<file path="src/fci_pkg.sv">
`default_nettype none

package fci_pkg;

  localparam int MAX_POINTS       = 6;
  localparam int CURVE_POINTS_DEF = 6;
  localparam int PT_W             = 8;
  localparam int CFG_W            = MAX_POINTS * PT_W;
  localparam int CFG_IDX_W        = 2;
  localparam int CNT_W            = 3;
  localparam int TEMP_W           = 18;
  localparam int DEG_W            = 9;
  localparam int PCT_W            = 7;
  localparam int DUTY_W           = 8;

  localparam logic [CFG_W-1:0] TEMP_POINTS_RESET  = 48'h4A463C321E00;
  localparam logic [CFG_W-1:0] SPEED_POINTS_RESET = 48'h6446281E1919;
  localparam logic [CNT_W-1:0] POINTS_RESET       = 3'd6;

  localparam logic [18:0] RECIP_1000  = 19'd268436;
  localparam int          RECIP_SHIFT = 28;

  localparam logic [PCT_W-1:0] PCT_MAX    = 7'd100;
  localparam logic [12:0]      DUTY_RECIP = 13'd5243;
  localparam int               DUTY_SHIFT = 19;

  localparam int Q_DEPTH = 4;
  localparam int Q_PTR_W = 2;

  typedef enum logic [CFG_IDX_W-1:0] {
    REG_TEMP_POINTS   = 2'd0,
    REG_SPEED_POINTS  = 2'd1,
    REG_POINTS_IN_USE = 2'd2
  } cfg_reg_t;

  // One classified segment; an end of the curve is given as a flat segment.
  typedef struct packed {
    logic            neg;
    logic [PT_W-1:0] mag_dy;
    logic [PT_W-1:0] dt;
    logic [PT_W-1:0] dx;
    logic [PT_W-1:0] y1;
  } seg_item_t;

  function automatic logic [DUTY_W-1:0] pct_to_duty(input logic [PCT_W-1:0] pct);
    logic [14:0] scaled;
    logic [27:0] prod;
    scaled = 15'(pct) * 15'd255;
    prod   = 28'(scaled) * 28'(DUTY_RECIP);
    return prod[DUTY_SHIFT+DUTY_W-1:DUTY_SHIFT];
  endfunction

endpackage

`default_nettype wire

</file>
<file path="src/fci_if.sv">
`default_nettype none

interface fci_in_if import fci_pkg::*; ();
  logic              valid;
  logic              ready;
  logic [TEMP_W-1:0] temp_millideg;

  modport source (output valid, output temp_millideg, input ready);
  modport sink   (input valid, input temp_millideg, output ready);
endinterface

interface fci_out_if import fci_pkg::*; ();
  logic              valid;
  logic              ready;
  logic [PCT_W-1:0]  fan_percent;
  logic [DUTY_W-1:0] pwm_duty;

  modport source (output valid, output fan_percent, output pwm_duty, input ready);
  modport sink   (input valid, input fan_percent, input pwm_duty, output ready);
endinterface

`default_nettype wire

</file>
<file path="src/fci_front.sv">
`default_nettype none

module fci_front import fci_pkg::*; #(
  parameter int CURVE_POINTS = CURVE_POINTS_DEF
) (
  input  wire logic             clk,
  input  wire logic             rst_n,
  fci_in_if.sink                in_ch,
  input  wire logic [CFG_W-1:0] temp_points,
  input  wire logic [CFG_W-1:0] speed_points,
  input  wire logic [CNT_W-1:0] points_in_use,
  input  wire logic             q_full,
  output logic                  push,
  output seg_item_t             item
);

  localparam logic [CNT_W-1:0] N_MAX = CNT_W'(CURVE_POINTS);

  logic                     front_en;
  logic                     s1_vld_r;
  logic [DEG_W-1:0]         t_r;
  logic                     s2_vld_r;
  seg_item_t                item_r;
  seg_item_t                item_nxt;
  logic [TEMP_W+18:0]       recip_prod;
  logic [CNT_W-1:0]         n_pts;

  assign front_en    = !s2_vld_r || !q_full;
  assign in_ch.ready = front_en;
  assign recip_prod  = (TEMP_W + 19)'(in_ch.temp_millideg) * (TEMP_W + 19)'(RECIP_1000);

  always_comb begin
    if (points_in_use < 3'd2) begin
      n_pts = 3'd2;
    end else if (points_in_use > N_MAX) begin
      n_pts = N_MAX;
    end else begin
      n_pts = points_in_use;
    end
  end

  always_comb begin
    logic [PT_W-1:0]  x1;
    logic [PT_W-1:0]  x2;
    logic [PT_W-1:0]  y1;
    logic [PT_W-1:0]  y2;
    logic [PT_W-1:0]  y_end;
    logic [PT_W:0]    dy;
    logic [DEG_W-1:0] dt9;
    y_end = speed_points[PT_W-1:0];
    for (int k = 0; k < CURVE_POINTS; k++) begin
      if (CNT_W'(k) == n_pts - 3'd1) begin
        y_end = speed_points[PT_W*k +: PT_W];
      end
    end
    item_nxt.neg    = 1'b0;
    item_nxt.mag_dy = '0;
    item_nxt.dt     = '0;
    item_nxt.dx     = PT_W'(1);
    item_nxt.y1     = (t_r <= {1'b0, temp_points[PT_W-1:0]}) ?
                      speed_points[PT_W-1:0] : y_end;
    // Walk downwards so that the lowest matching segment wins.
    for (int i = CURVE_POINTS - 2; i >= 0; i--) begin
      x1  = temp_points[PT_W*i +: PT_W];
      x2  = temp_points[PT_W*(i+1) +: PT_W];
      y1  = speed_points[PT_W*i +: PT_W];
      y2  = speed_points[PT_W*(i+1) +: PT_W];
      dy  = {1'b0, y2} - {1'b0, y1};
      dt9 = t_r - {1'b0, x1};
      if ((CNT_W'(i) < n_pts - 3'd1) && (t_r > {1'b0, x1}) && (t_r <= {1'b0, x2})) begin
        item_nxt.neg    = dy[PT_W];
        item_nxt.mag_dy = dy[PT_W] ? (~dy[PT_W-1:0] + PT_W'(1)) : dy[PT_W-1:0];
        item_nxt.dt     = dt9[PT_W-1:0];
        item_nxt.dx     = x2 - x1;
        item_nxt.y1     = y1;
      end
    end
  end

  always_ff @(posedge clk) begin
    if (!rst_n) begin
      s1_vld_r <= 1'b0;
      s2_vld_r <= 1'b0;
    end else if (front_en) begin
      s1_vld_r <= in_ch.valid;
      s2_vld_r <= s1_vld_r;
    end
  end

  always_ff @(posedge clk) begin
    if (front_en) begin
      t_r    <= recip_prod[RECIP_SHIFT+DEG_W-1:RECIP_SHIFT];
      item_r <= item_nxt;
    end
  end

  assign push = s2_vld_r && !q_full;
  assign item = item_r;

endmodule

`default_nettype wire

</file>
<file path="src/fci_fifo.sv">
`default_nettype none

module fci_fifo import fci_pkg::*; (
  input  wire logic      clk,
  input  wire logic      rst_n,
  input  wire logic      push,
  input  wire seg_item_t push_item,
  output logic           full,
  input  wire logic      pop,
  output seg_item_t      head_item,
  output logic           empty
);

  seg_item_t            mem_r [Q_DEPTH];
  logic [Q_PTR_W-1:0]   wr_ptr_r;
  logic [Q_PTR_W-1:0]   rd_ptr_r;
  logic [Q_PTR_W:0]     count_r;
  logic [Q_PTR_W:0]     count_nxt;

  assign full      = count_r == (Q_PTR_W + 1)'(Q_DEPTH);
  assign empty     = count_r == '0;
  assign head_item = mem_r[rd_ptr_r];

  always_comb begin
    count_nxt = count_r;
    if (push && !pop) begin
      count_nxt = count_r + 1'b1;
    end else if (pop && !push) begin
      count_nxt = count_r - 1'b1;
    end
  end

  always_ff @(posedge clk) begin
    if (!rst_n) begin
      wr_ptr_r <= '0;
      rd_ptr_r <= '0;
      count_r  <= '0;
    end else begin
      count_r <= count_nxt;
      if (push) begin
        wr_ptr_r <= wr_ptr_r + 1'b1;
      end
      if (pop) begin
        rd_ptr_r <= rd_ptr_r + 1'b1;
      end
    end
  end

  always_ff @(posedge clk) begin
    if (push) begin
      mem_r[wr_ptr_r] <= push_item;
    end
  end

endmodule

`default_nettype wire

</file>
<file path="src/fci_back.sv">
`default_nettype none

module fci_back import fci_pkg::*; (
  input  wire logic      clk,
  input  wire logic      rst_n,
  input  wire seg_item_t head_item,
  input  wire logic      q_empty,
  output logic           pop,
  fci_out_if.source      out_ch
);

  localparam int DIV_STAGES = PT_W;
  localparam int NUM_W      = 2 * PT_W;

  logic                  back_en;
  logic [DIV_STAGES:0]   vld_r;
  logic [NUM_W-1:0]      num_r [DIV_STAGES+1];
  logic [PT_W-1:0]       quo_r [DIV_STAGES+1];
  logic [PT_W-1:0]       dx_r  [DIV_STAGES+1];
  logic [PT_W-1:0]       y1_r  [DIV_STAGES+1];
  logic [DIV_STAGES:0]   neg_r;
  logic [NUM_W-1:0]      dsh   [DIV_STAGES];
  logic [DIV_STAGES-1:0] ge;
  logic                  c_vld_r;
  logic [PCT_W-1:0]      pct_r;
  logic [PCT_W-1:0]      pct_nxt;
  logic signed [10:0]    sum;
  logic                  out_vld_r;
  logic [PCT_W-1:0]      fan_r;
  logic [DUTY_W-1:0]     duty_r;

  assign back_en = !out_vld_r || out_ch.ready;
  assign pop     = back_en && !q_empty;

  // Restoring division, one quotient bit a stage, most significant first.
  always_comb begin
    for (int k = 0; k < DIV_STAGES; k++) begin
      dsh[k] = NUM_W'(dx_r[k]) << (DIV_STAGES - 1 - k);
      ge[k]  = num_r[k] >= dsh[k];
    end
  end

  always_comb begin
    if (neg_r[DIV_STAGES]) begin
      sum = $signed({3'b000, y1_r[DIV_STAGES]}) - $signed({3'b000, quo_r[DIV_STAGES]});
    end else begin
      sum = $signed({3'b000, y1_r[DIV_STAGES]}) + $signed({3'b000, quo_r[DIV_STAGES]});
    end
    if (sum[10]) begin
      pct_nxt = '0;
    end else if (sum > $signed(11'(PCT_MAX))) begin
      pct_nxt = PCT_MAX;
    end else begin
      pct_nxt = sum[PCT_W-1:0];
    end
  end

  always_ff @(posedge clk) begin
    if (!rst_n) begin
      vld_r     <= '0;
      c_vld_r   <= 1'b0;
      out_vld_r <= 1'b0;
    end else if (back_en) begin
      vld_r     <= {vld_r[DIV_STAGES-1:0], pop};
      c_vld_r   <= vld_r[DIV_STAGES];
      out_vld_r <= c_vld_r;
    end
  end

  always_ff @(posedge clk) begin
    if (back_en) begin
      num_r[0] <= NUM_W'(head_item.mag_dy) * NUM_W'(head_item.dt);
      quo_r[0] <= '0;
      dx_r[0]  <= head_item.dx;
      y1_r[0]  <= head_item.y1;
      neg_r[0] <= head_item.neg;
      for (int k = 0; k < DIV_STAGES; k++) begin
        num_r[k+1] <= ge[k] ? (num_r[k] - dsh[k]) : num_r[k];
        quo_r[k+1] <= {quo_r[k][PT_W-2:0], ge[k]};
        dx_r[k+1]  <= dx_r[k];
        y1_r[k+1]  <= y1_r[k];
        neg_r[k+1] <= neg_r[k];
      end
      pct_r  <= pct_nxt;
      fan_r  <= pct_r;
      duty_r <= pct_to_duty(pct_r);
    end
  end

  assign out_ch.valid       = out_vld_r;
  assign out_ch.fan_percent = fan_r;
  assign out_ch.pwm_duty    = duty_r;

endmodule

`default_nettype wire

</file>
<file path="src/fan_curve_interpolator.sv">
`default_nettype none

// Words pass the temperature and segment registers, the queue, the divider and the outputs.
// One word per cycle unless the output stalls; the eight-stage divider and queue keep pace.
// Reset (synchronous, active low) empties the pipeline and the queue and loads the
// default curve of six points. No clearing pass is needed; words are taken at once.
module fan_curve_interpolator import fci_pkg::*; #(
  parameter int CURVE_POINTS = CURVE_POINTS_DEF
) (
  input  wire logic                 clk,
  input  wire logic                 rst_n,
  fci_in_if.sink                    in_ch,
  fci_out_if.source                 out_ch,
  input  wire logic                 cfg_we,
  input  wire logic [CFG_IDX_W-1:0] cfg_index,
  input  wire logic [CFG_W-1:0]     cfg_data
);

  logic [CFG_W-1:0] temp_points_r;
  logic [CFG_W-1:0] speed_points_r;
  logic [CNT_W-1:0] points_in_use_r;
  logic             q_full;
  logic             q_empty;
  logic             push;
  logic             pop;
  seg_item_t        push_item;
  seg_item_t        head_item;

  always_ff @(posedge clk) begin
    if (!rst_n) begin
      temp_points_r   <= TEMP_POINTS_RESET;
      speed_points_r  <= SPEED_POINTS_RESET;
      points_in_use_r <= POINTS_RESET;
    end else if (cfg_we) begin
      case (cfg_reg_t'(cfg_index))
        REG_TEMP_POINTS: begin
          temp_points_r <= cfg_data;
        end
        REG_SPEED_POINTS: begin
          speed_points_r <= cfg_data;
        end
        REG_POINTS_IN_USE: begin
          points_in_use_r <= cfg_data[CNT_W-1:0];
        end
        default: begin
        end
      endcase
    end
  end

  fci_front #(
    .CURVE_POINTS (CURVE_POINTS)
  ) u_front (
    .clk           (clk),
    .rst_n         (rst_n),
    .in_ch         (in_ch),
    .temp_points   (temp_points_r),
    .speed_points  (speed_points_r),
    .points_in_use (points_in_use_r),
    .q_full        (q_full),
    .push          (push),
    .item          (push_item)
  );

  fci_fifo u_fifo (
    .clk       (clk),
    .rst_n     (rst_n),
    .push      (push),
    .push_item (push_item),
    .full      (q_full),
    .pop       (pop),
    .head_item (head_item),
    .empty     (q_empty)
  );

  fci_back u_back (
    .clk       (clk),
    .rst_n     (rst_n),
    .head_item (head_item),
    .q_empty   (q_empty),
    .pop       (pop),
    .out_ch    (out_ch)
  );

endmodule

`default_nettype wire

</file>
<file path="src/flat_wrapper.sv">
// flat-port wrapper written by rule: the top's interface ports become plain ports
module fan_curve_interpolator_flat import fci_pkg::*;
#(
  parameter int CURVE_POINTS = CURVE_POINTS_DEF
)
  (clk, rst_n, cfg_we, cfg_index, cfg_data, in_ch_valid, in_ch_temp_millideg, in_ch_ready, out_ch_valid, out_ch_fan_percent, out_ch_pwm_duty, out_ch_ready);
  fci_in_if in_ch_i ();
  fci_out_if out_ch_i ();
  input  wire logic clk;
  input  wire logic rst_n;
  input  wire logic cfg_we;
  input  wire logic [CFG_IDX_W-1:0] cfg_index;
  input  wire logic [CFG_W-1:0] cfg_data;
  input wire logic [$bits(in_ch_i.valid)-1:0] in_ch_valid;
  input wire logic [$bits(in_ch_i.temp_millideg)-1:0] in_ch_temp_millideg;
  output wire logic [$bits(in_ch_i.ready)-1:0] in_ch_ready;
  output wire logic [$bits(out_ch_i.valid)-1:0] out_ch_valid;
  output wire logic [$bits(out_ch_i.fan_percent)-1:0] out_ch_fan_percent;
  output wire logic [$bits(out_ch_i.pwm_duty)-1:0] out_ch_pwm_duty;
  input wire logic [$bits(out_ch_i.ready)-1:0] out_ch_ready;
  assign in_ch_i.valid = in_ch_valid;
  assign in_ch_i.temp_millideg = in_ch_temp_millideg;
  assign in_ch_ready = in_ch_i.ready;
  assign out_ch_valid = out_ch_i.valid;
  assign out_ch_fan_percent = out_ch_i.fan_percent;
  assign out_ch_pwm_duty = out_ch_i.pwm_duty;
  assign out_ch_i.ready = out_ch_ready;
  fan_curve_interpolator #(.CURVE_POINTS(CURVE_POINTS)) u_core (.clk(clk), .rst_n(rst_n), .in_ch(in_ch_i), .out_ch(out_ch_i), .cfg_we(cfg_we), .cfg_index(cfg_index), .cfg_data(cfg_data));
endmodule
</file>
<file path="config.mk">
export PLATFORM = sky130hd
export DESIGN_NAME = fan_curve_interpolator_flat
export DESIGN_NICKNAME = d
export VERILOG_FILES = /design/src/fci_pkg.sv /design/src/fci_if.sv /design/src/fci_front.sv /design/src/fci_fifo.sv /design/src/fci_back.sv /design/src/fan_curve_interpolator.sv /design/src/flat_wrapper.sv
export SDC_FILE = /design/constraint.sdc
export NUM_CORES = 2
export LEC_CHECK = 0
export CAP_MARGIN = 20
export CORE_AREA = 2 2 287 261
export CTS_CLUSTER_SIZE = 24
export DETAILED_ROUTE_END_ITERATION = 16
export DIE_AREA = 0 0 289 263
export DONT_BUFFER_PORTS = 1
export GPL_TIMING_DRIVEN = 0
export PLACE_DENSITY = 0.76
export SLEW_MARGIN = 10
export SYNTH_ARGS = -nofsm -noshare
export SYNTH_HDL_FRONTEND = slang
export SYNTH_SLANG_ARGS = --single-unit
</file>
<file path="constraint.sdc">
create_clock -name clk -period 10.8 [get_ports clk]
set_input_delay 0.54 -clock clk [delete_from_list [all_inputs] [get_ports clk]]
set_output_delay 0.54 -clock clk [all_outputs]
set_load 0.02 [all_outputs]
</file>
==> flow_summary.toml <==
[status]
status = "complete, no violations"

[global_route]
grt_max_degree = 61
overflow = 0
grt_pass1_wl_um = 152000
track_usage_pct = 25.3
grt_pass1_vias = 29061
grt_antenna_before_repair = 1

[yosys]
avgSynthCellArea_um2 = 11.0
synthFlopType = "edfxtp_1"
synth_edf_count = 505
synth-xor-area-share_pct = 4.72
synth_top_cell_by_area = "edfxtp_1"
synth_top_family_by_area = "adder cells"
synthSimpleGateAreaFrac_pct = 9.38
synthDistinctLibCells = 100
synth_fa_ha_area_share_pct = 24.3
synth_compound_area_share_pct = 12.1
yosys_warnings = 0
synth_top_area_share_pct = 35.5
yosysMostFrequentCell = "inv_1"
ys_ff_latch = 626
synthesis.nets = 4685
synth.area.mux_share_pct = 2.52
ys_seq_area_share_pct = 41.2
syn-cell-area_um2 = 42700
ys_async_sr_fraction_pct = 0
synth_common_cells = "inv_1, ha_1, edfxtp_1, nand2_1, nor2_1"
syn_inst = 3895
ys_top_cells_by_area = "edfxtp_1, ha_1, fa_1"

[clock_tree]
postCtsSetupBuffers = 0
cts_inserted_buffers = 61
cts_root_buf = "clkbuf_16"
cts_hold_buf = 0
clk_latency_ns = 0.64
h-tree-depth = 2
tritoncts = "built"
cts-resized-gates = 0
clockBufferDepth = 3
path_clk_slew_ns = 0.07
cts.sinks = 626

[timing]
whs_ns = 0.0293
setup_viol = 0
tightest_slew_ns = 1.04
post-route-period-util_pct = 92.2
final.setup.worst_slack_ns = 0.843
slew_headroom_pct = 30.1
finalHoldViolCount = 0
slew_violations = 0
rsz0062_at_grt = "false"
min_period_ns = 9.96
skew_ns = 0.0182
tns_ns = 0
fmax_mhz = 100

[route]
wl_per_cell_um = 19.1
vias_per_cell = 5.76
vias = 28662
drtAntennaViolNets = 0
drtPass1Iterations = 6
drt_iter0_markers = 1896
wl_um = 94900
post-route-drc-count = 0

[die]
std_cell_rows = 94
dieArea_um2 = 76000
ios = 90
start_util_pct = 58.7
die_y_um = 263
core_area_um2 = 72700
chipWidth_um = 289

[run]
maxCapViolCount = 0

[place]
portBuffers = 0
dp_hpwl_um = 74700
gp_congestion = 0.983
dp_slack_ns = 0.895

[worst_setup_path]
slowest_stage = "fa_1"
cp-start-kind = "register"
endpoint_kind = "register"
slowest_delay_ns = 0.76
crit_type = "reg -> reg"
path_delay_family = "adder cells"
critPathMaxFanout = 7
worstPathRequired_ns = 11.17
cp.arrival_ns = 10.33
cp.buffers_inverters = 8

[layout]
fin_util_pct = 63.5
syn2layout_area_growth_pct = 8.07
nNetsFinal = 4758
layout-drive-gt1-share_pct = 5.08
antenna_cells = 0

[hold_path]
min_path_type = "in -> reg"
-- worst register-to-register path: cells and delay by family (launching register included) --
kind	cells	cell delay (ns)
AOI/OAI and AO/OA	6	1.80
buffers and inverters	8	0.61
and+or+nand+nor	4	0.84
muxes	1	0.17
adders and majority gates	11	5.25
xor gates and xnor gates	2	0.50
DFF	1	0.52
-- per-stage QoR --
stage / instance area, um^2 / cells
floorplan: 42700 / 3895
global placement: 43900 / 4855
detailed placement: 44100 / 4865
CTS: 46100 / 4979
global route: 46100 / 4979
finish: 46100 / 4979
-- cells in the final DEF, fill, tap and decap left out, drive strengths merged, types with 90 or more instances in the layout --
cell,n
xnor2,139
a21oi,165
inv,558
dfxtp,121
xor2,90
o21ai,135
clkbuf,135
a21boi,92
fa,185
nand2,331
edfxtp,505
ha,532
nor2,189
-- routing by layer --
layer  part of all wire [%]  GRT usage [%]  vias to the layer above
met5                      0              0                        -
met4                    3.8           9.14                        0
met3                    6.3           4.44                      208
met2                     48           43.1                      808
met1                     41           32.3                    13802
li1                       -              -                    13844
-- registers in the layout, summed over array words and instances, names as in the netlist, 2 cells and up, named ones only --
| register | flops |
|---|---|
| u_core.u_fifo.rd_ptr_r | 2 |
| u_core.u_fifo.count_r | 3 |
| u_core.u_back.quo_r | 36 |
| u_core.u_fifo.mem_r | 132 |
| u_core.u_back.neg_r | 9 |
| u_core.u_front.t_r | 9 |
| u_core.u_back.dx_r | 64 |
| u_core.u_back.y1_r | 72 |
| u_core.u_back.vld_r | 9 |
| u_core.u_fifo.wr_ptr_r | 2 |
| u_core.u_back.num_r | 128 |
| u_core.points_in_use_r | 3 |
| u_core.u_back.pct_r | 7 |
| u_core.u_back.out_ch.fan_percent | 7 |
| u_core.speed_points_r | 48 |
| u_core.temp_points_r | 48 |
| u_core.u_back.out_ch.pwm_duty | 8 |
| u_core.u_front.item | 33 |
-- logic make-up (layout without fill, tap and decap cells) --
group | count (synthesis) | in the layout
compound gates | 768 | 768
xor+xnor | 229 | 229
fa+ha+maj | 717 | 717
buf+inv | 644 | 768
flops | 626 | 626
mux | 65 | 65
simple gates | 846 | 846
-- worst paths after layout --
| kind | cells after the start | end | slack (ns) | start |
|---|---|---|---|---|
| worst min-delay path | 2 | u_core.points_in_use_r[1] | 0.03 | cfg_data[1] |
| worst max register to register | 32 | u_core.u_back.out_ch.pwm_duty[7] | 0.84 | u_core.u_back.pct_r[4] |
| worst max-delay path | 32 | u_core.u_back.out_ch.pwm_duty[7] | 0.84 | u_core.u_back.pct_r[4] |
| worst min register to register | 0 | u_core.u_back.y1_r[0][18] | 0.41 | u_core.u_back.y1_r[0][10] |
-- area by class of cell --
cell class / instances / area [um^2]
clock inverter: 41 / 409
tap: 960 / 1200
buffer: 87 / 394
inverter: 557 / 2090
clock buffer: 73 / 1590
multi-input combinational: 2625 / 22600
timing repair buffer: 10 / 223
fill: 5641 / 26500
sequential: 626 / 17600
Power is not shown: default switching activity piles up to over one toggle a cycle in this logic, so the estimate is an artifact.
